**config.mk**
```make
export PLATFORM = sky130hd
export DESIGN_NAME = platform_power_state_sequencer
export DESIGN_NICKNAME = d
export VERILOG_FILES = /design/src/rtl/pps_pkg.sv /design/src/rtl/pps_step_unit.sv /design/src/rtl/pps_result_buf.sv /design/src/rtl/platform_power_state_sequencer.sv
export SDC_FILE = /design/constraint.sdc
export NUM_CORES = 1
export LEC_CHECK = 0
export BUFFER_PORTS_ARGS = -buffer_cell sky130_fd_sc_hd__buf_2
export CAP_MARGIN = 20
export CORE_MARGIN = 2
export CORE_UTILIZATION = 62
export CTS_BUF_LIST = sky130_fd_sc_hd__clkbuf_16
export CTS_CLUSTER_SIZE = 30
export DETAILED_ROUTE_END_ITERATION = 10
export PLACE_DENSITY = 0.81
export REMOVE_ABC_BUFFERS = 1
export SETUP_SLACK_MARGIN = 0.3
export SYNTH_ARGS = -nofsm -noshare
export SYNTH_HDL_FRONTEND = slang
export SYNTH_SLANG_ARGS = --single-unit
```
**constraint.sdc**
```tcl
create_clock -name clk -period 4.3 [get_ports clk]
set_clock_uncertainty 0.1 [all_clocks]
set_input_delay 1.075 -clock clk [delete_from_list [all_inputs] [get_ports clk]]
set_output_delay 1.075 -clock clk [all_outputs]
set_load 0.005 [all_outputs]
```
**src/rtl/pps_pkg.sv**
```systemverilog
// ----------------------------------------------------------------------------
// pps_pkg - shared types, constants and step tables
// Power state and sequence codes, step table rows and the control structs
// passed between the sequencer, the step unit and the result buffer.
// ----------------------------------------------------------------------------
`default_nettype none

package pps_pkg;

  // Table sizing
  localparam int STEP_TABLE_DEPTH = 16;
  localparam int IDX_W            = $clog2(STEP_TABLE_DEPTH + 1);
  localparam int MAX_RES          = 4;
  localparam int SLOT_W           = $clog2(MAX_RES);
  localparam int CNT_W            = $clog2(MAX_RES + 1);

  // Field widths
  localparam int STEP_W  = 4;
  localparam int DLY_W   = 8;
  localparam int CFG_W   = 8;
  localparam int CIDX_W  = 2;
  localparam int IN_W    = 8;
  localparam int OUT_W   = 16;
  localparam int PINS_W  = 6;

  // Register indexes
  localparam logic [CIDX_W-1:0] CFG_S0_EXIT_DEBOUNCE   = 2'd0;
  localparam logic [CIDX_W-1:0] CFG_MAIN_POWER_TIMEOUT = 2'd1;
  localparam logic [CIDX_W-1:0] CFG_S3_WAKE_DELAY      = 2'd2;

  // Register reset values
  localparam logic [CFG_W-1:0] S0_EXIT_DEBOUNCE_RST   = 8'd10;
  localparam logic [CFG_W-1:0] MAIN_POWER_TIMEOUT_RST = 8'd50;
  localparam logic [CFG_W-1:0] S3_WAKE_DELAY_RST      = 8'd20;

  // Start points of the sequences
  localparam logic [IDX_W-1:0] SEQ_FIRST_IDX  = IDX_W'(1);
  localparam logic [IDX_W-1:0] S3_RESUME_IDX  = IDX_W'(3);

  typedef enum logic [2:0] {
    PS_S0   = 3'd0,
    PS_S3   = 3'd1,
    PS_S5   = 3'd2,
    PS_S5S0 = 3'd3,
    PS_S3S0 = 3'd4,
    PS_S0S3 = 3'd5,
    PS_S0S5 = 3'd6
  } pwr_state_t;

  typedef enum logic [1:0] {
    SEQ_S5S0 = 2'd0,
    SEQ_S0S5 = 2'd1,
    SEQ_S3S0 = 2'd2,
    SEQ_S0S3 = 2'd3
  } seq_id_t;

  typedef enum logic [2:0] {
    PIN_NONE = 3'd0,
    PIN_S3   = 3'd1,
    PIN_S5   = 3'd2,
    PIN_AON  = 3'd3,
    PIN_CORE = 3'd4,
    PIN_VR   = 3'd5
  } pin_sel_t;

  typedef enum logic [1:0] {
    CS_IDLE,
    CS_EVAL,
    CS_WALK,
    CS_CLOSE
  } ctl_state_t;

  // Input pins, slp_s3 in the lowest bit
  typedef struct packed {
    logic main_power;
    logic vr_ok;
    logic core_rail_good;
    logic always_on_good;
    logic slp_s5;
    logic slp_s3;
  } pins_t;

  typedef struct packed {
    logic [DLY_W-1:0] delay;
    pin_sel_t         pin;
    logic             level;
  } seq_row_t;

  // Step unit verdict for the current row
  typedef struct packed {
    logic       in_range;
    logic       take;
    logic       stop;
    logic       at_end;
    seq_row_t   row;
    pwr_state_t target;
  } step_res_t;

  // Record of one reported step
  typedef struct packed {
    logic              we;
    logic [SLOT_W-1:0] slot;
    logic [STEP_W-1:0] step;
  } rec_t;

  // Request to send the results of one tick
  typedef struct packed {
    logic             go;
    logic [CNT_W-1:0] count;
    seq_id_t          seq;
    pwr_state_t       pstate;
  } emit_req_t;

  function automatic seq_row_t mk_row(input int d, input pin_sel_t p, input logic l);
    seq_row_t r;
    r.delay = DLY_W'(d);
    r.pin   = p;
    r.level = l;
    return r;
  endfunction

  // Constant step tables
  function automatic seq_row_t seq_row(input seq_id_t sq, input logic [IDX_W-1:0] idx);
    seq_row_t r;
    r = mk_row(0, PIN_NONE, 1'b0);
    unique case (sq)
      SEQ_S5S0: begin
        case (int'(idx))
          1:  r = mk_row(32,  PIN_NONE, 1'b0);
          2:  r = mk_row(20,  PIN_AON,  1'b1);
          3:  r = mk_row(30,  PIN_NONE, 1'b0);
          4:  r = mk_row(20,  PIN_NONE, 1'b0);
          5:  r = mk_row(4,   PIN_S5,   1'b1);
          6:  r = mk_row(10,  PIN_S3,   1'b1);
          8:  r = mk_row(10,  PIN_NONE, 1'b0);
          9:  r = mk_row(1,   PIN_NONE, 1'b0);
          10: r = mk_row(20,  PIN_CORE, 1'b1);
          12: r = mk_row(10,  PIN_NONE, 1'b0);
          13: r = mk_row(10,  PIN_VR,   1'b1);
          14: r = mk_row(126, PIN_NONE, 1'b0);
          default: r = mk_row(0, PIN_NONE, 1'b0);
        endcase
      end
      SEQ_S0S5: begin
        case (int'(idx))
          1:  r = mk_row(1,   PIN_NONE, 1'b0);
          3:  r = mk_row(0,   PIN_CORE, 1'b0);
          4:  r = mk_row(30,  PIN_NONE, 1'b0);
          5:  r = mk_row(20,  PIN_NONE, 1'b0);
          6:  r = mk_row(1,   PIN_VR,   1'b0);
          7:  r = mk_row(250, PIN_NONE, 1'b0);
          default: r = mk_row(0, PIN_NONE, 1'b0);
        endcase
      end
      SEQ_S3S0: begin
        case (int'(idx))
          1:  r = mk_row(20,  PIN_NONE, 1'b0);
          4:  r = mk_row(1,   PIN_S3,   1'b1);
          5:  r = mk_row(10,  PIN_NONE, 1'b0);
          6:  r = mk_row(10,  PIN_CORE, 1'b1);
          8:  r = mk_row(10,  PIN_NONE, 1'b0);
          9:  r = mk_row(1,   PIN_VR,   1'b1);
          10: r = mk_row(126, PIN_NONE, 1'b0);
          default: r = mk_row(0, PIN_NONE, 1'b0);
        endcase
      end
      SEQ_S0S3: begin
        case (int'(idx))
          1:  r = mk_row(1,   PIN_S3,   1'b0);
          3:  r = mk_row(0,   PIN_CORE, 1'b0);
          4:  r = mk_row(30,  PIN_NONE, 1'b0);
          5:  r = mk_row(1,   PIN_VR,   1'b0);
          default: r = mk_row(0, PIN_NONE, 1'b0);
        endcase
      end
      default: r = mk_row(0, PIN_NONE, 1'b0);
    endcase
    return r;
  endfunction

  // Table length, clipped to the table depth
  function automatic logic [IDX_W-1:0] seq_len(input seq_id_t sq);
    int n;
    n = 0;
    unique case (sq)
      SEQ_S5S0: n = 16;
      SEQ_S0S5: n = 10;
      SEQ_S3S0: n = 12;
      SEQ_S0S3: n = 7;
      default:  n = 0;
    endcase
    if (n > STEP_TABLE_DEPTH) n = STEP_TABLE_DEPTH;
    return IDX_W'(n);
  endfunction

  function automatic pwr_state_t seq_target(input seq_id_t sq);
    pwr_state_t t;
    unique case (sq)
      SEQ_S5S0: t = PS_S0;
      SEQ_S0S5: t = PS_S5;
      SEQ_S3S0: t = PS_S0;
      SEQ_S0S3: t = PS_S3;
      default:  t = PS_S5;
    endcase
    return t;
  endfunction

endpackage

`default_nettype wire

```
**src/rtl/pps_step_unit.sv**
```systemverilog
// ----------------------------------------------------------------------------
// pps_step_unit - shared step evaluator
// Looks up one table row and decides whether the step is taken and whether
// the walk stops after it; also flags the end of the table.
// ----------------------------------------------------------------------------
`default_nettype none

module pps_step_unit (
  input  wire pps_pkg::seq_id_t               seq,
  input  wire logic [pps_pkg::IDX_W-1:0]      idx,
  input  wire logic [pps_pkg::CNT_W-1:0]      n_done,
  input  wire pps_pkg::pins_t                 pins,
  output pps_pkg::step_res_t                  res
);

  pps_pkg::seq_row_t       row;
  logic [pps_pkg::IDX_W-1:0] len;
  logic                    pin_lvl;

  assign row = pps_pkg::seq_row(seq, idx);
  assign len = pps_pkg::seq_len(seq);

  // Pin selected by the row
  always_comb begin
    case (row.pin)
      pps_pkg::PIN_S3:   pin_lvl = pins.slp_s3;
      pps_pkg::PIN_S5:   pin_lvl = pins.slp_s5;
      pps_pkg::PIN_AON:  pin_lvl = pins.always_on_good;
      pps_pkg::PIN_CORE: pin_lvl = pins.core_rail_good;
      pps_pkg::PIN_VR:   pin_lvl = pins.vr_ok;
      default:           pin_lvl = 1'b0;
    endcase
  end

  // Action steps always go; a check goes on a level match and always stops
  always_comb begin
    res.row      = row;
    res.target   = pps_pkg::seq_target(seq);
    res.at_end   = (idx >= len);
    res.in_range = (idx < len) && (n_done < pps_pkg::CNT_W'(pps_pkg::MAX_RES));
    if (row.pin == pps_pkg::PIN_NONE) begin
      res.take = 1'b1;
      res.stop = (row.delay != '0);
    end else begin
      res.take = (pin_lvl == row.level);
      res.stop = 1'b1;
    end
  end

endmodule

`default_nettype wire

```
**src/rtl/pps_result_buf.sv**
```systemverilog
// ----------------------------------------------------------------------------
// pps_result_buf - per-tick result buffer and output register
// Collects the step indexes reported during a tick, then sends them out
// with the final power state once the tick is complete.
// ----------------------------------------------------------------------------
`default_nettype none

module pps_result_buf (
  input  wire logic                         clk,
  input  wire logic                         rst_n,
  input  wire pps_pkg::rec_t                rec,
  input  wire pps_pkg::emit_req_t           emit,
  output logic                              busy,
  output logic                              out_tvalid,
  input  wire logic                         out_tready,
  output logic [pps_pkg::OUT_W-1:0]         out_tdata,
  output logic                              out_tlast
);

  logic [pps_pkg::STEP_W-1:0] rep_r [pps_pkg::MAX_RES];
  logic                        busy_r, busy_nxt;
  logic                        vld_r, vld_nxt;
  logic [pps_pkg::SLOT_W-1:0]  sel_r, sel_nxt;
  logic [pps_pkg::CNT_W-1:0]   cnt_r;
  pps_pkg::seq_id_t            seq_r;
  pps_pkg::pwr_state_t         pst_r;
  logic [pps_pkg::OUT_W-1:0]   data_r;
  logic                        last_r;
  logic                        load;
  logic                        last_one;

  // Load the output register while results are pending and it is free or being drained
  assign load     = busy_r && (!vld_r || out_tready);
  assign last_one = (cnt_r == '0) ||
                    (cnt_r == pps_pkg::CNT_W'(sel_r) + pps_pkg::CNT_W'(1));

  always_comb begin
    busy_nxt = busy_r;
    sel_nxt  = sel_r;
    vld_nxt  = vld_r;
    if (out_tready) vld_nxt = 1'b0;
    if (load) begin
      vld_nxt = 1'b1;
      sel_nxt = sel_r + 1'b1;
      if (last_one) busy_nxt = 1'b0;
    end
    if (emit.go) begin
      busy_nxt = 1'b1;
      sel_nxt  = '0;
    end
  end

  // Control registers
  always_ff @(posedge clk) begin
    if (!rst_n) begin
      busy_r <= 1'b0;
      vld_r  <= 1'b0;
      sel_r  <= '0;
    end else begin
      busy_r <= busy_nxt;
      vld_r  <= vld_nxt;
      sel_r  <= sel_nxt;
    end
  end

  // Step store and payload
  always_ff @(posedge clk) begin
    if (rec.we) rep_r[rec.slot] <= rec.step;
    if (emit.go) begin
      cnt_r <= emit.count;
      seq_r <= emit.seq;
      pst_r <= emit.pstate;
    end
    if (load) begin
      last_r <= last_one;
      if (cnt_r == '0) begin
        // idle tick: one empty result
        data_r <= {6'b0, pst_r, {pps_pkg::STEP_W{1'b0}}, 2'b00, 1'b0};
      end else begin
        data_r <= {6'b0, pst_r, rep_r[sel_r], seq_r, 1'b1};
      end
    end
  end

  assign busy       = busy_r;
  assign out_tvalid = vld_r;
  assign out_tdata  = data_r;
  assign out_tlast  = last_r;

endmodule

`default_nettype wire

```
**src/rtl/platform_power_state_sequencer.sv**
```systemverilog
// ----------------------------------------------------------------------------
// platform_power_state_sequencer - system power state sequencer
// Advances the power state once per 1 ms tick and walks the power-up and
// power-down step tables, reporting each step taken or check passed.
// ----------------------------------------------------------------------------
//  Channel  Direction  Width  Contents
//  in_*     slave      8      pins: slp_s3, slp_s5, always_on_good,
//                             core_rail_good, vr_ok, main_power
//  out_*    master     16+1   step_done, sequence_res, step, power_state; tlast
//  cfg_*    write      2+8    s0_exit_debounce, main_power_timeout,
//                             s3_wake_delay
//
//  A tick runs through accept, evaluate, then, when a table is walked, one
//  step-unit evaluation per step (the last one idle when the walk runs out
//  without a stop) and close; each result is then loaded into the output
//  register in turn (at most 4; the next tick waits for the last load).
//  Reset is synchronous, active low; output stalls hold off the next tick without limit.
// ----------------------------------------------------------------------------
`default_nettype none

module platform_power_state_sequencer (
  input  wire logic                          clk,
  input  wire logic                          rst_n,
  input  wire logic                          in_tvalid,
  output logic                               in_tready,
  // [0] slp_s3 [1] slp_s5 [2] always_on_good [3] core_rail_good [4] vr_ok
  // [5] main_power [7:6] zero
  input  wire logic [pps_pkg::IN_W-1:0]      in_tdata,
  output logic                               out_tvalid,
  input  wire logic                          out_tready,
  // [0] step_done [2:1] sequence_res [6:3] step [9:7] power_state [15:10] zero
  output logic [pps_pkg::OUT_W-1:0]          out_tdata,
  output logic                               out_tlast,
  input  wire logic                          cfg_we,
  input  wire logic [pps_pkg::CIDX_W-1:0]    cfg_index,
  input  wire logic [pps_pkg::CFG_W-1:0]     cfg_wdata
);

  pps_pkg::ctl_state_t          state_r, state_nxt;
  pps_pkg::pwr_state_t          pst_r, pst_nxt;
  logic [pps_pkg::IDX_W-1:0]    idx_r, idx_nxt;
  logic [pps_pkg::DLY_W-1:0]    dly_r, dly_nxt;
  logic [pps_pkg::DLY_W-1:0]    dbc_r, dbc_nxt;
  logic [pps_pkg::DLY_W-1:0]    mpw_r, mpw_nxt;
  logic [pps_pkg::CNT_W-1:0]    n_r, n_nxt;
  pps_pkg::seq_id_t             seq_r, seq_nxt;
  pps_pkg::pins_t               pins_r, pins_nxt;
  logic [pps_pkg::CFG_W-1:0]    exit_dbc_r, mp_tmo_r, wake_dly_r;

  pps_pkg::step_res_t           su;
  pps_pkg::rec_t                rec;
  pps_pkg::emit_req_t           emit;
  logic                         emit_busy;
  logic                         in_xfer;
  logic                         walk_en;
  pps_pkg::seq_id_t             walk_seq;
  logic [pps_pkg::DLY_W-1:0]    dly_dec;
  logic                         dly_hold;
  logic [pps_pkg::DLY_W-1:0]    mpw_inc;

  assign in_tready = (state_r == pps_pkg::CS_IDLE) && !emit_busy;
  assign in_xfer   = in_tvalid && in_tready;

  // Configuration registers
  always_ff @(posedge clk) begin
    if (!rst_n) begin
      exit_dbc_r <= pps_pkg::S0_EXIT_DEBOUNCE_RST;
      mp_tmo_r   <= pps_pkg::MAIN_POWER_TIMEOUT_RST;
      wake_dly_r <= pps_pkg::S3_WAKE_DELAY_RST;
    end else if (cfg_we) begin
      unique case (cfg_index)
        pps_pkg::CFG_S0_EXIT_DEBOUNCE:   exit_dbc_r <= cfg_wdata;
        pps_pkg::CFG_MAIN_POWER_TIMEOUT: mp_tmo_r   <= cfg_wdata;
        pps_pkg::CFG_S3_WAKE_DELAY:      wake_dly_r <= cfg_wdata;
        default: ;
      endcase
    end
  end

  // Which table the current state walks, and pending delay
  always_comb begin
    walk_en  = 1'b0;
    walk_seq = pps_pkg::SEQ_S5S0;
    case (pst_r)
      pps_pkg::PS_S5S0: begin
        walk_en  = pins_r.main_power;
        walk_seq = pps_pkg::SEQ_S5S0;
      end
      pps_pkg::PS_S3S0: begin
        walk_en  = 1'b1;
        walk_seq = pps_pkg::SEQ_S3S0;
      end
      pps_pkg::PS_S0S3: begin
        walk_en  = 1'b1;
        walk_seq = pps_pkg::SEQ_S0S3;
      end
      pps_pkg::PS_S0S5: begin
        walk_en  = 1'b1;
        walk_seq = pps_pkg::SEQ_S0S5;
      end
      default: ;
    endcase
  end

  assign dly_dec  = dly_r - 1'b1;
  assign dly_hold = (dly_r != '0) && (dly_dec != '0);
  assign mpw_inc  = (mpw_r == '1) ? mpw_r : mpw_r + 1'b1;

  pps_step_unit u_step (
    .seq    (seq_r),
    .idx    (idx_r),
    .n_done (n_r),
    .pins   (pins_r),
    .res    (su)
  );

  // Next state
  always_comb begin
    state_nxt = state_r;
    unique case (state_r)
      pps_pkg::CS_IDLE:  if (in_xfer) state_nxt = pps_pkg::CS_EVAL;
      pps_pkg::CS_EVAL:  state_nxt = (walk_en && !dly_hold) ? pps_pkg::CS_WALK
                                                            : pps_pkg::CS_IDLE;
      pps_pkg::CS_WALK:  if (!su.in_range || su.stop) state_nxt = pps_pkg::CS_CLOSE;
      pps_pkg::CS_CLOSE: state_nxt = pps_pkg::CS_IDLE;
      default:           state_nxt = pps_pkg::CS_IDLE;
    endcase
  end

  // Datapath updates and buffer requests
  always_comb begin
    pst_nxt  = pst_r;
    idx_nxt  = idx_r;
    dly_nxt  = dly_r;
    dbc_nxt  = dbc_r;
    mpw_nxt  = mpw_r;
    n_nxt    = n_r;
    seq_nxt  = seq_r;
    pins_nxt = pins_r;
    rec      = '0;
    emit     = '0;
    unique case (state_r)
      pps_pkg::CS_IDLE: begin
        if (in_xfer) begin
          pins_nxt = pps_pkg::pins_t'(in_tdata[pps_pkg::PINS_W-1:0]);
          n_nxt    = '0;
        end
      end
      pps_pkg::CS_EVAL: begin
        seq_nxt = walk_seq;
        case (pst_r)
          pps_pkg::PS_S0: begin
            if (!pins_r.slp_s3) begin
              if (dbc_r > exit_dbc_r) begin
                pst_nxt = pins_r.slp_s5 ? pps_pkg::PS_S0S3 : pps_pkg::PS_S0S5;
                idx_nxt = pps_pkg::SEQ_FIRST_IDX;
                dly_nxt = '0;
              end else if (dbc_r != '1) begin
                dbc_nxt = dbc_r + 1'b1;
              end
            end else begin
              dbc_nxt = '0;
            end
          end
          pps_pkg::PS_S3: begin
            if (pins_r.slp_s3) begin
              pst_nxt = pps_pkg::PS_S3S0;
              idx_nxt = pps_pkg::S3_RESUME_IDX;
              dly_nxt = wake_dly_r;
            end
          end
          pps_pkg::PS_S5: begin
            if (pins_r.slp_s3 && pins_r.slp_s5) begin
              pst_nxt = pps_pkg::PS_S5S0;
              idx_nxt = pps_pkg::SEQ_FIRST_IDX;
              dly_nxt = '0;
            end
          end
          pps_pkg::PS_S5S0: begin
            if (pins_r.main_power) begin
              mpw_nxt = '0;
            end else begin
              mpw_nxt = mpw_inc;
              if (mpw_inc > mp_tmo_r) begin
                pst_nxt = pps_pkg::PS_S0S5;
                idx_nxt = pps_pkg::SEQ_FIRST_IDX;
                dly_nxt = '0;
              end
            end
          end
          pps_pkg::PS_S3S0, pps_pkg::PS_S0S3, pps_pkg::PS_S0S5: ;
          default: pst_nxt = pps_pkg::PS_S5;
        endcase
        if (walk_en && dly_r != '0) dly_nxt = dly_dec;
        // no table step this tick: report idle
        if (!(walk_en && !dly_hold)) begin
          emit.go     = 1'b1;
          emit.count  = '0;
          emit.seq    = walk_seq;
          emit.pstate = pst_nxt;
        end
      end
      pps_pkg::CS_WALK: begin
        if (su.in_range && su.take) begin
          rec.we   = 1'b1;
          rec.slot = n_r[pps_pkg::SLOT_W-1:0];
          rec.step = idx_r[pps_pkg::STEP_W-1:0];
          n_nxt    = n_r + 1'b1;
          idx_nxt  = idx_r + 1'b1;
          dly_nxt  = su.row.delay;
        end
      end
      pps_pkg::CS_CLOSE: begin
        // table end enters the target state
        if (su.at_end) begin
          pst_nxt = su.target;
          idx_nxt = '0;
          dly_nxt = '0;
        end
        emit.go     = 1'b1;
        emit.count  = n_r;
        emit.seq    = seq_r;
        emit.pstate = pst_nxt;
      end
      default: ;
    endcase
  end

  // State registers
  always_ff @(posedge clk) begin
    if (!rst_n) begin
      state_r <= pps_pkg::CS_IDLE;
      pst_r   <= pps_pkg::PS_S5;
      idx_r   <= '0;
      dly_r   <= '0;
      dbc_r   <= '0;
      mpw_r   <= '0;
      n_r     <= '0;
    end else begin
      state_r <= state_nxt;
      pst_r   <= pst_nxt;
      idx_r   <= idx_nxt;
      dly_r   <= dly_nxt;
      dbc_r   <= dbc_nxt;
      mpw_r   <= mpw_nxt;
      n_r     <= n_nxt;
    end
  end

  always_ff @(posedge clk) begin
    seq_r  <= seq_nxt;
    pins_r <= pins_nxt;
  end

  pps_result_buf u_res (
    .clk        (clk),
    .rst_n      (rst_n),
    .rec        (rec),
    .emit       (emit),
    .busy       (emit_busy),
    .out_tvalid (out_tvalid),
    .out_tready (out_tready),
    .out_tdata  (out_tdata),
    .out_tlast  (out_tlast)
  );

  // Checks
  a_res_count: assert property (@(posedge clk) disable iff (!rst_n)
    n_r <= pps_pkg::CNT_W'(pps_pkg::MAX_RES))
    else $error("step result count above limit");

  a_accept_eval: assert property (@(posedge clk) disable iff (!rst_n)
    in_tvalid && in_tready |=> state_r == pps_pkg::CS_EVAL)
    else $error("accepted tick not evaluated");

  a_emit_idle: assert property (@(posedge clk) disable iff (!rst_n)
    emit.go |=> state_r == pps_pkg::CS_IDLE && emit_busy)
    else $error("result send not started at tick end");

  a_idle_index: assert property (@(posedge clk) disable iff (!rst_n)
    state_r == pps_pkg::CS_IDLE |-> idx_r < pps_pkg::IDX_W'(pps_pkg::STEP_TABLE_DEPTH))
    else $error("step index left past table end");

endmodule

`default_nettype wire

```
==> results.md, run 1 <==
* Post-Syn Instances at 754
* Met2 wire len at 8.065 mm
* Register area share after synthesis at 0.4035
* Die X at 109.7 um
* CTS buffer count at 17
* Final nets at 853
* Flops & latches, synth at 118
* Share of the synthesized area in the top cell type at 0.2169
* Setup TNS after final layout at 0 ns
* Vias per Instance at 6.195
* Max Buffers Root-to-Sink at 2
* MaxCap Viol Count at 0
* Grt ovf at 0
* Pwr/cell area at 412.6 mW/mm^2
* Core Util, Final at 0.7317
* Post-synthesis cell type count at 83
* Slew margin rel. at 0.4567
* DR WL/cell at 17.67 um
* Initial Util at 0.6357
* Via Count at 5842
* Mapped Area at 0.006922 mm^2
* Most frequent cell after synthesis: dfxtp_1
* Drt drc at 0
* Hold WC Path Type: register to register
* Clock Tree Root: clkbuf_16
* Wire length on met3 at 1.048 mm
* Core area at 0.01089 mm^2
* Unrepaired setup endpoints after global routing: true
* DRT Pass-1 Iters at 5
* CTS Sinks at 118
* Syn avg cell area at 9.180 um^2
* Synth top cells by count: 75 x dfxtp_1, 65 x nand2_1, 60 x nor2_1
* Final Hold Viols at 0
* Clock slew at reported path FFs at 0.06 ns
* P_leak at 3.245 nW
* Starting DRT DRC Count at 526
* Warnings, synthesis at 0
* Multi-input combinational cell area at 0.003926 mm^2
* Area leader, netlist: dfxtp_1
* Worst setup SP type: register
* Area contributors post-synth: dfxtp_1 22%, edfxtp_1 19%, ha_1 7.2%
* Minimum clock period at 3.862 ns
* WS Path Type: register to register
* Part of the cycle the worst path needs at 0.8983
* Top Metal Used: met4
* TritonCTS clock tree: built
* Worst Path Required at 4.50 ns
* Final setup viols at 0
* Slew Viols, Final at 0
* ANT cells at 0
* CP Capture Type: register
* Worst path cell trace: ha_4, nand2_1, nor2_2, nor2_1, xor2_1, ha_1, nand3_1, nor3_1, a21oi_1, a21oi_1, a211o_2, or3_4, o221ai_4, inv_2, ha_2, inv_1, mux2i_1, nand2_1, o311ai_1
* Number of flops mapped to enable cells by yosys at 43
* Initial antenna violation count at 0
* GRT Resource Usage Total at 0.2859
* Worst slew pin tran at 0.8149 ns
* # rows at 38
* Port bufs at 33
* Antenna-violating nets left at 0
* Power, Total at 0.003287 W
* Syn-to-layout area delta at 15.09%
* Register area at 0.002799 mm^2
* Post-DP HPWL at 11.60 mm
* H-tree levels at 4
* Fill cells at 778
* Post-synth ARST share at 0
* Die height at 109.7 um
* Global-route wire length before repair at 26.63 mm
* Outcome: completed
* FMAX at 258.9 MHz
* Share of layout cells above drive strength 1 at 0.1719
* Vias in the first global route at 5677
* Worst path slowest cell: a211o_2
* I/O pin total at 42
* Routed WL at 16.66 mm
* CP max stage delay at 0.42 ns
* Total die area at 0.01203 mm^2
* Pin count of the biggest net entering global routing at 48
* Peak VDD IR at 318.1 uV
* Top_reg_cell synth: dfxtp_1
* Worst EP arrival at 4.06 ns
* GP Congestion at 0.8851
* Max FO, Critical Path at 6
* Clk_lat worst skew at 0.42 ns
* DRT met1 WL at 7.107 mm
[worst paths after layout]
path,from,to,slack [ns],depth (start not counted)
hold / removal,u_res.pst_r[2],u_res.out_tdata[9],0.32,0
hold reg to reg,u_res.pst_r[2],u_res.out_tdata[9],0.32,0
setup / recovery,mpw_r[0],register,0.44,19
setup reg to reg,mpw_r[0],register,0.44,19
[logic make-up after synthesis]
logic type,synth area share
buffers and inverters,0.05278
multiplexers,0.04212
AO/OA/AOI/OAI,0.1927
adder cells (fa/ha/maj),0.07231
other,0.0005418
XOR/XNOR,0.02025
flip-flops,0.4035
AND/OR/NAND/NOR,0.2158
[cell type report]
class | count | area share
clock buffer | 17 | 0.05340
clock inverter | 15 | 0.02057
timing repair buffer | 53 | 0.03958
tap | 140 | 0.02199
sequential | 118 | 0.3513
inverter | 43 | 0.02026
multi-input combinational | 557 | 0.4929
[state kept, by name, indices dropped and copies added (netlist names), 3 cells and up, named ones only]
| register | cells |
|---|---|
| u_res.rep_r | 16 |
| u_res.out_tdata | 10 |
| dbc_r | 8 |
| dly_r | 8 |
| exit_dbc_r | 8 |
| mp_tmo_r | 8 |
| mpw_r | 8 |
| wake_dly_r | 8 |
| pins_r | 6 |
| idx_r | 5 |
| n_r | 3 |
| pst_r | 3 |
| u_res.cnt_r | 3 |
| u_res.pst_r | 3 |
[worst max-delay path: cells and delay by family (launching register included)]
| kind | cells | cell delay, ns |
|---|---|---|
| AND/OR/NAND/NOR | 7 | 1.08 |
| AO/OA/AOI/OAI | 5 | 0.91 |
| adder cells (fa/ha/maj) | 3 | 0.71 |
| flip-flops | 1 | 0.40 |
| XOR/XNOR | 1 | 0.24 |
| buffers and inverters | 2 | 0.21 |
| multiplexers | 1 | 0.08 |
[cell usage in the layout, fill, tap and decap left out, types with 5 or more instances in the layout]
| master | count |
|---|---|
| mux2i_1 | 19 |
| a21oi_1 | 57 |
| xnor2_1 | 6 |
| nand4_1 | 10 |
| dfxtp_2 | 5 |
| and3_1 | 10 |
| clkinvlp_4 | 5 |
| o221ai_1 | 5 |
| o21a_1 | 11 |
| nand3_1 | 22 |
| nand3b_1 | 7 |
| dfxtp_1 | 70 |
| buf_4 | 20 |
| clkbuf_16 | 17 |
| nand2_1 | 65 |
| o22ai_1 | 5 |
| nor4_1 | 5 |
| a31oi_1 | 6 |
| o21ai_0 | 23 |
| nor2b_1 | 42 |
| nor3_1 | 16 |
| a22oi_1 | 8 |
| o211a_1 | 8 |
| buf_2 | 33 |
| a21boi_0 | 6 |
| ha_1 | 34 |
| and2_1 | 7 |
| edfxtp_1 | 43 |
| conb_1 | 6 |
| inv_1 | 41 |
| xor2_1 | 9 |
| nor2_1 | 59 |
| nor3b_1 | 5 |
| nand2b_1 | 13 |
[power breakdown]
| group | switching [W] | internal [W] | total [W] |
|---|---|---|---|
| Combinational | 0.000340 | 0.000241 | 0.000581 |
| Clock | 0.000498 | 0.000900 | 0.00140 |
| Sequential | 0.0000734 | 0.00123 | 0.00131 |
| Total | 0.000912 | 0.00238 | 0.00329 |
[stage by stage]
stage	setup WS [ns]	instances	cell area, um^2	hold slack [ns]
floorplan	0.1803	718	6736	0.3003
global placement	0.2371	906	7189	0.3037
detailed placement	0.07601	906	7189	0.3045
CTS	0.3204	940	7826	0.3179
global route	0.2711	943	7966	0.3296
finish	0.4375	943	7966	0.3169
[per-layer routing]
layer,GRT usage,vias to the layer above
met5,0,-
met2,0.4713,237
met3,0.06995,43
met1,0.3535,2760
li1,-,2802
met4,0.1311,0
[timing repair]
item	CTS	global route
gates resized for setup	10	21
setup endpoints to repair	9	17
hold buffers	0	0
buffers inserted	2	3
pin swaps	2	6
Power figures use the tool's default switching activity.
==> run 2, diff against run 1 <==
==> constraint.sdc (replaced) <==
create_clock -name clk -period 4.3 [get_ports clk]
set_clock_uncertainty 0.1 [all_clocks]
set_input_delay 0.43 -clock clk [delete_from_list [all_inputs] [get_ports clk]]
set_output_delay 0.43 -clock clk [all_outputs]
set_load 0.005 [all_outputs]
==> results.md, run 2 (same netlist as run 1, synthesis figures left out) <==
* Outcome: completed (unchanged)
* Final nets at 859 (was 853)
* H-tree levels at 4 (unchanged)
* Clock Tree Root: clkbuf_16 (unchanged)
* I/O pin total at 42 (unchanged)
* CTS buffer count at 17 (unchanged)
* Initial Util at 0.6357 (unchanged)
* Min Hold Slack at 0.08102 ns (was 0.3169 ns)
* Most frequent cells in the layout: 70 x dfxtp_1, 64 x nand2_1, 59 x nor2_1 (was 70 x dfxtp_1, 65 x nand2_1, 59 x nor2_1)
* Setup TNS after final layout at 0 ns (unchanged)
* # rows at 38 (unchanged)
* Pre-CTS setup slack at 0.01076 ns (was 0.07601 ns)
* Leading cell type in the layout, fill and taps excluded: dfxtp_1 (unchanged)
* Slew margin rel. at 0.3016 (was 0.4567)
* Worst slew pin tran at 1.048 ns (was 0.8149 ns)
* Pin count of the biggest net entering global routing at 61 (was 48)
* Initial antenna violation count at 0 (unchanged)
* TritonCTS clock tree: built (unchanged)
* Total die area at 0.01203 mm^2 (unchanged)
* Clk_lat worst skew at 0.42 ns (about the same)
* FMAX at 257.5 MHz (was 258.9 MHz)
* ANT cells at 0 (unchanged)
* Fin area at 0.008054 mm^2 (was 0.007966 mm^2)
* Cell Area, Placed at 0.007182 mm^2 (was 0.007189 mm^2)
* Hold-fix buffers, CTS at 0 (unchanged)
* Largest Register: u_res.rep_r (unchanged)
* WS Path Type: register to register (unchanged)
* Worst Path Required at 4.55 ns (was 4.50 ns)
* CP Capture Type: register (unchanged)
* Unrepaired setup endpoints after global routing: false (was true)
* Minimum clock period at 3.884 ns (was 3.862 ns)
* Clock slew at reported path FFs at 0.06 ns (about the same)
* Sw Ratio at 0.2732 (was 0.2774)
* Starting DRT DRC Count at 493 (was 526)
* Global-route wire length before repair at 26.42 mm (was 26.63 mm)
* Seq pwr share at 0.388 (was 0.398)
* Largest register FFs at 16 (unchanged)
* MaxCap Viol Count at 0 (unchanged)
* Antenna-violating nets left at 0 (unchanged)
* Slew Viols, Final at 0 (unchanged)
* Clock power share at 0.435 (was 0.425)
* Worst EP arrival at 4.14 ns (was 4.06 ns)
* CTS Sinks at 118 (unchanged)
* Routed WL at 16.55 mm (was 16.66 mm)
* Die height at 109.7 um (unchanged)
* Post-DP HPWL at 11.32 mm (was 11.60 mm)
* Combinational power share at 0.177 (about the same)
* Max Buffers Root-to-Sink at 2 (unchanged)
* Core area at 0.01089 mm^2 (unchanged)
* GRT Resource Usage Total at 0.2895 (was 0.2859)
* Share of layout cells above drive strength 1 at 0.1829 (was 0.1719)
* Final non-filler cell total at 949 (was 943)
* Grt ovf at 0 (unchanged)
* GP Congestion at 0.9077 (was 0.8851)
* DR WL/cell at 17.44 um (was 17.67 um)
* Die X at 109.7 um (unchanged)
* Part of the cycle the worst path needs at 0.9032 (was 0.8983)
* Syn-to-layout area delta at 16.36% (was 15.09%)
* Setup ws final at 0.4164 ns (was 0.4375 ns)
* P_leak at 3.292 nW (was 3.245 nW)
* Port bufs at 33 (unchanged)
* Pwr/cell area at 417.7 mW/mm^2 (was 412.6 mW/mm^2)
* Peak VDD IR at 320.7 uV (was 318.1 uV)
* Hold WC Path Type: input pin to register (was register to register)
* Final setup viols at 0 (unchanged)
* Worst setup SP type: register (unchanged)
* Max FO, Critical Path at 6 (unchanged)
* Vias per Instance at 6.175 (was 6.195)
* Placed cells at 905 (was 906)
* Final Hold Viols at 0 (unchanged)
* Psw at 0.0009193 W (was 0.0009116 W)
* Drt drc at 0 (unchanged)
* Int Pwr at 0.002445 W (was 0.002375 W)
* Vias in the first global route at 5559 (was 5677)
* DRT Pass-1 Iters at 6 (was 5)
* Via Count at 5860 (was 5842)
==> run 2: critical path: stages (launching register included) <==
cell and delay, ns:
dfxtp_4 0.37, and3_4 0.20, nand2_2 0.08, or2_4 0.28
nand4_1 0.16, xnor2_2 0.13, ha_4 0.30, nand3_2 0.09
o211ai_1 0.19, a21oi_1 0.13, a211o_2 0.44, or3_4 0.42
o221ai_4 0.23, buf_4 0.18, ha_1 0.17, nor2_1 0.05
a21o_1 0.15, a21oi_1 0.12
==> run 2: area by class of cell <==
class | instances | area (um^2)
Multi-Input combinational cell | 557 | 3936
Fill cell | 771 | 2834
Tap cell | 140 | 175.2
Clock inverter | 15 | 186.4
Timing Repair Buffer | 59 | 360.3
Sequential cell | 118 | 2806
Inverter | 43 | 163.9
Clock buffer | 17 | 425.4
==> run 2: repair_timing <==
item                       CTS  global route
pin swaps                    2             8
setup endpoints to repair    9            17
hold endpoints to repair     0             0
gates resized for setup     12            27
buffers inserted             2            10
==> run 2: power groups by stage <==
| stage | sequential, W | combinational, W | clock, W |
|---|---|---|---|
| floorplan | 0.00131 | 0.000384 | 0 |
| global placement | 0.00132 | 0.000516 | 0 |
| detailed placement | 0.00133 | 0.000537 | 0 |
| CTS | 0.00130 | 0.000556 | 0.00148 |
| global route | 0.00131 | 0.000659 | 0.00153 |
| finish | 0.00130 | 0.000597 | 0.00146 |
==> run 2: metrics by stage <==
step             util  power, W
6_report       0.7397  0.003365
3_5_place_dp   0.6596  0.001864
3_3_place_gp   0.6596  0.001838
5_1_grt        0.7397  0.003507
4_1_cts        0.7216  0.003340
2_1_floorplan       -  0.001697
==> run 2: worst paths after layout <==
path / slack [ns] / endpoint / startpoint / cells after the start
setup reg to reg: 0.42 / register / mpw_r[2] / 17
setup / recovery: 0.42 / register / mpw_r[2] / 17
hold / removal: 0.08 / pins_r[5] / in_tdata[5] / 1
hold reg to reg: 0.33 / u_res.out_tdata[8] / u_res.pst_r[1] / 0
==> run 2: per-layer routing <==
metal | global-route usage | wire, um | vias up
met1 | 0.3622 | 7183 | 2796
met4 | 0.1329 | 411 | 0
met3 | 0.07291 | 865 | 36
met5 | 0 | 0 | -
li1 | - | - | 2815
met2 | 0.4709 | 8090 | 213
==> run 3, diff against run 2 <==
--- a/config.mk
+++ b/config.mk
@@ -9,9 +9,9 @@
 export CAP_MARGIN = 20
 export CORE_MARGIN = 2
 export CORE_UTILIZATION = 62
-export CTS_BUF_LIST = sky130_fd_sc_hd__clkbuf_16
 export CTS_CLUSTER_SIZE = 30
 export DETAILED_ROUTE_END_ITERATION = 10
+export MAX_ROUTING_LAYER = met4
 export PLACE_DENSITY = 0.81
 export REMOVE_ABC_BUFFERS = 1
 export SETUP_SLACK_MARGIN = 0.3
==> results.md, run 3 (same netlist as run 1, synthesis figures left out) <==
* Via Count at 5910 (was 5860)
* Seq pwr share at 0.390 (was 0.388)
* Part of the cycle the worst path needs at 0.9033 (was 0.9032)
* Worst EP arrival at 4.20 ns (was 4.14 ns)
* Placed cells at 905 (unchanged)
* FMAX at 257.4 MHz (was 257.5 MHz)
* CP Capture Type: register (unchanged)
* Share of layout cells above drive strength 1 at 0.1720 (was 0.1829)
* CTS Sinks at 118 (unchanged)
* Max Buffers Root-to-Sink at 2 (unchanged)
* Largest register FFs at 16 (unchanged)
* Vias per Instance at 6.234 (was 6.175)
* Post-DP HPWL at 11.30 mm (was 11.32 mm)
* Initial antenna violation count at 0 (unchanged)
* ANT cells at 0 (unchanged)
* Clock power share at 0.431 (was 0.435)
* Initial Util at 0.6357 (unchanged)
* Psw at 0.0009121 W (was 0.0009193 W)
* Worst slew pin tran at 0.8238 ns (was 1.048 ns)
* MaxCap Viol Count at 0 (unchanged)
* Combinational power share at 0.179 (was 0.177)
* Final nets at 858 (was 859)
* Routed WL at 16.63 mm (was 16.55 mm)
* CTS buffer count at 17 (unchanged)
* Pin count of the biggest net entering global routing at 50 (was 61)
* DRT Pass-1 Iters at 8 (was 6)
* Final non-filler cell total at 948 (was 949)
* Core area at 0.01089 mm^2 (unchanged)
* Peak VDD IR at 301.9 uV (was 320.7 uV)
* Clk_lat worst skew at 0.54 ns (was 0.42 ns)
* Hold WC Path Type: input pin to register (unchanged)
* Sw Ratio at 0.2727 (was 0.2732)
* H-tree levels at 4 (unchanged)
* Worst path slowest cell: a211o_4 (was a211o_2)
* Met1 usage at 0.3557 (was 0.3622)
* Worst setup SP type: register (unchanged)
* Starting DRT DRC Count at 514 (was 493)
* CP most frequent cell: inv_1 (was a21oi_1)
* Pwr/cell area at 413.8 mW/mm^2 (was 417.7 mW/mm^2)
* Final setup viols at 0 (unchanged)
* Fin area at 0.008082 mm^2 (was 0.008054 mm^2)
* GR peak layer: met2 (unchanged)
* Largest Register: u_res.rep_r (unchanged)
* GP Congestion at 0.9316 (was 0.9077)
* Minimum clock period at 3.884 ns (about the same)
* Most frequent cells in the layout: 70 x dfxtp_1, 64 x nand2_1, 60 x nor2_1 (was 70 x dfxtp_1, 64 x nand2_1, 59 x nor2_1)
* Clock slew at reported path FFs at 0.06 ns (about the same)
* Leading cell type in the layout, fill and taps excluded: dfxtp_1 (unchanged)
* TritonCTS clock tree: built (unchanged)
* Outcome: completed (unchanged)
* Slew margin rel. at 0.4508 (was 0.3016)
* Drt drc at 0 (unchanged)
* Final Hold Viols at 0 (unchanged)
* WS Path Type: register to register (unchanged)
* Fill cells at 772 (was 771)
* M2 GR Usage at 0.4722 (was 0.4709)
* Max FO, Critical Path at 6 (unchanged)
* GRT Resource Usage Total at 0.2929 (was 0.2895)
* Clock Tree Root: clkbuf_8 (was clkbuf_16)
* Slew Viols, Final at 0 (unchanged)
* Port bufs at 33 (unchanged)
* Vias in the first global route at 5456 (was 5559)
* P_leak at 3.284 nW (was 3.292 nW)
* Syn-to-layout area delta at 16.76% (was 16.36%)
* Unrepaired setup endpoints after global routing: false (unchanged)
* Setup TNS after final layout at 0 ns (unchanged)
* GRT met3 Usage at 0.07469 (was 0.07291)
* Worst path cell trace: and3_4, nand2_2, or2_4, nand4_1, xnor2_2, ha_1, a21o_1, a21oi_1, o211ai_1, a21oi_2, a211o_4, o31ai_2, o221a_2, inv_1, ha_4, inv_1, mux2i_1, nand2_1, o311ai_1 (was and3_4, nand2_2, or2_4, nand4_1, xnor2_2, ha_4, nand3_2, o211ai_1, a21oi_1, a211o_2, or3_4, o221ai_4, buf_4, ha_1, nor2_1, a21o_1, a21oi_1)
* Int Pwr at 0.002432 W (was 0.002445 W)
* I/O pin total at 42 (unchanged)
* Global-route wire length before repair at 26.08 mm (was 26.42 mm)
* CP max stage delay at 0.38 ns (was 0.44 ns)
* Die height at 109.7 um (unchanged)
* Grt ovf at 0 (unchanged)
* Cell Area, Placed at 0.007182 mm^2 (unchanged)
* Antenna-violating nets left at 0 (unchanged)
* Die X at 109.7 um (unchanged)
* Worst Path Required at 4.62 ns (was 4.55 ns)
* Total die area at 0.01203 mm^2 (unchanged)
* DR WL/cell at 17.54 um (was 17.44 um)
* # rows at 38 (unchanged)
==> run 3: worst paths after layout <==
check / start / slack [ns] / cells past startpoint / endpoint
worst max-delay path: mpw_r[4] / 0.42 / 19 / register
worst max register to register: mpw_r[4] / 0.42 / 19 / register
worst min register to register: u_res.pst_r[1] / 0.32 / 0 / u_res.out_tdata[8]
worst min-delay path: cfg_wdata[2] / 0.07 / 3 / wake_dly_r[2]
==> run 3: per-stage QoR <==
| step | utilization | setup WS (ns) | power (W) | hold WS [ns] |
|---|---|---|---|---|
| after floorplan | - | 0.1803 | 0.001697 | 0.3003 |
| after global placement | 0.6596 | 0.2559 | 0.001840 | 0.3038 |
| after detailed placement | 0.6596 | -0.01042 | 0.001863 | 0.3045 |
| after CTS | 0.7247 | 0.3029 | 0.003319 | 0.04916 |
| after global routing | 0.7422 | 0.2358 | 0.003474 | 0.05994 |
| final | 0.7422 | 0.4157 | 0.003345 | 0.06790 |
==> run 3: critical path, delay by kind of cell (launching register included) <==
kind | cells | cell delay [ns]
AOI/OAI and AO/OA | 8 | 1.62
xor gates and xnor gates | 1 | 0.10
adders and majority gates | 2 | 0.52
buffers and inverters | 2 | 0.20
DFF | 1 | 0.36
muxes | 1 | 0.08
and+or+nand+nor | 5 | 0.76
==> run 3: area by class of cell <==
cell class                 instances  area [um^2]  share of cell area
multi-input combinational        557         3971              0.4914
sequential                       118         2806              0.3473
clock buffer                      22        442.9             0.05481
timing repair buffer              58        367.9             0.04552
tap                              140        175.2             0.02168
inverter                          43        163.9             0.02028
clock inverter                    10        153.9             0.01904
==> run 3: power by group through the flow <==
stage	logic (W)	clock network (W)	registers, W
after floorplan	0.000384	0	0.00131
after global placement	0.000518	0	0.00132
after detailed placement	0.000536	0	0.00133
after CTS	0.000561	0.00145	0.00130
after global routing	0.000654	0.00150	0.00132
final	0.000597	0.00144	0.00131
==> run 3: routing by layer <==
metal,share of wire,up-vias
met5,0,-
met4,0.031,0
met3,0.064,51
met2,0.48,268
met1,0.42,2782
li1,-,2809
==> run 3: repair_timing <==
item | CTS | global route
hold endpoints to repair | 6 | 0
cloned | 0 | 0
setup buffers | 2 | 3
endpoints found under the setup margin | 10 | 18
hold buffers | 6 | 0
gates resized for setup | 11 | 34
pin swaps | 2 | 6
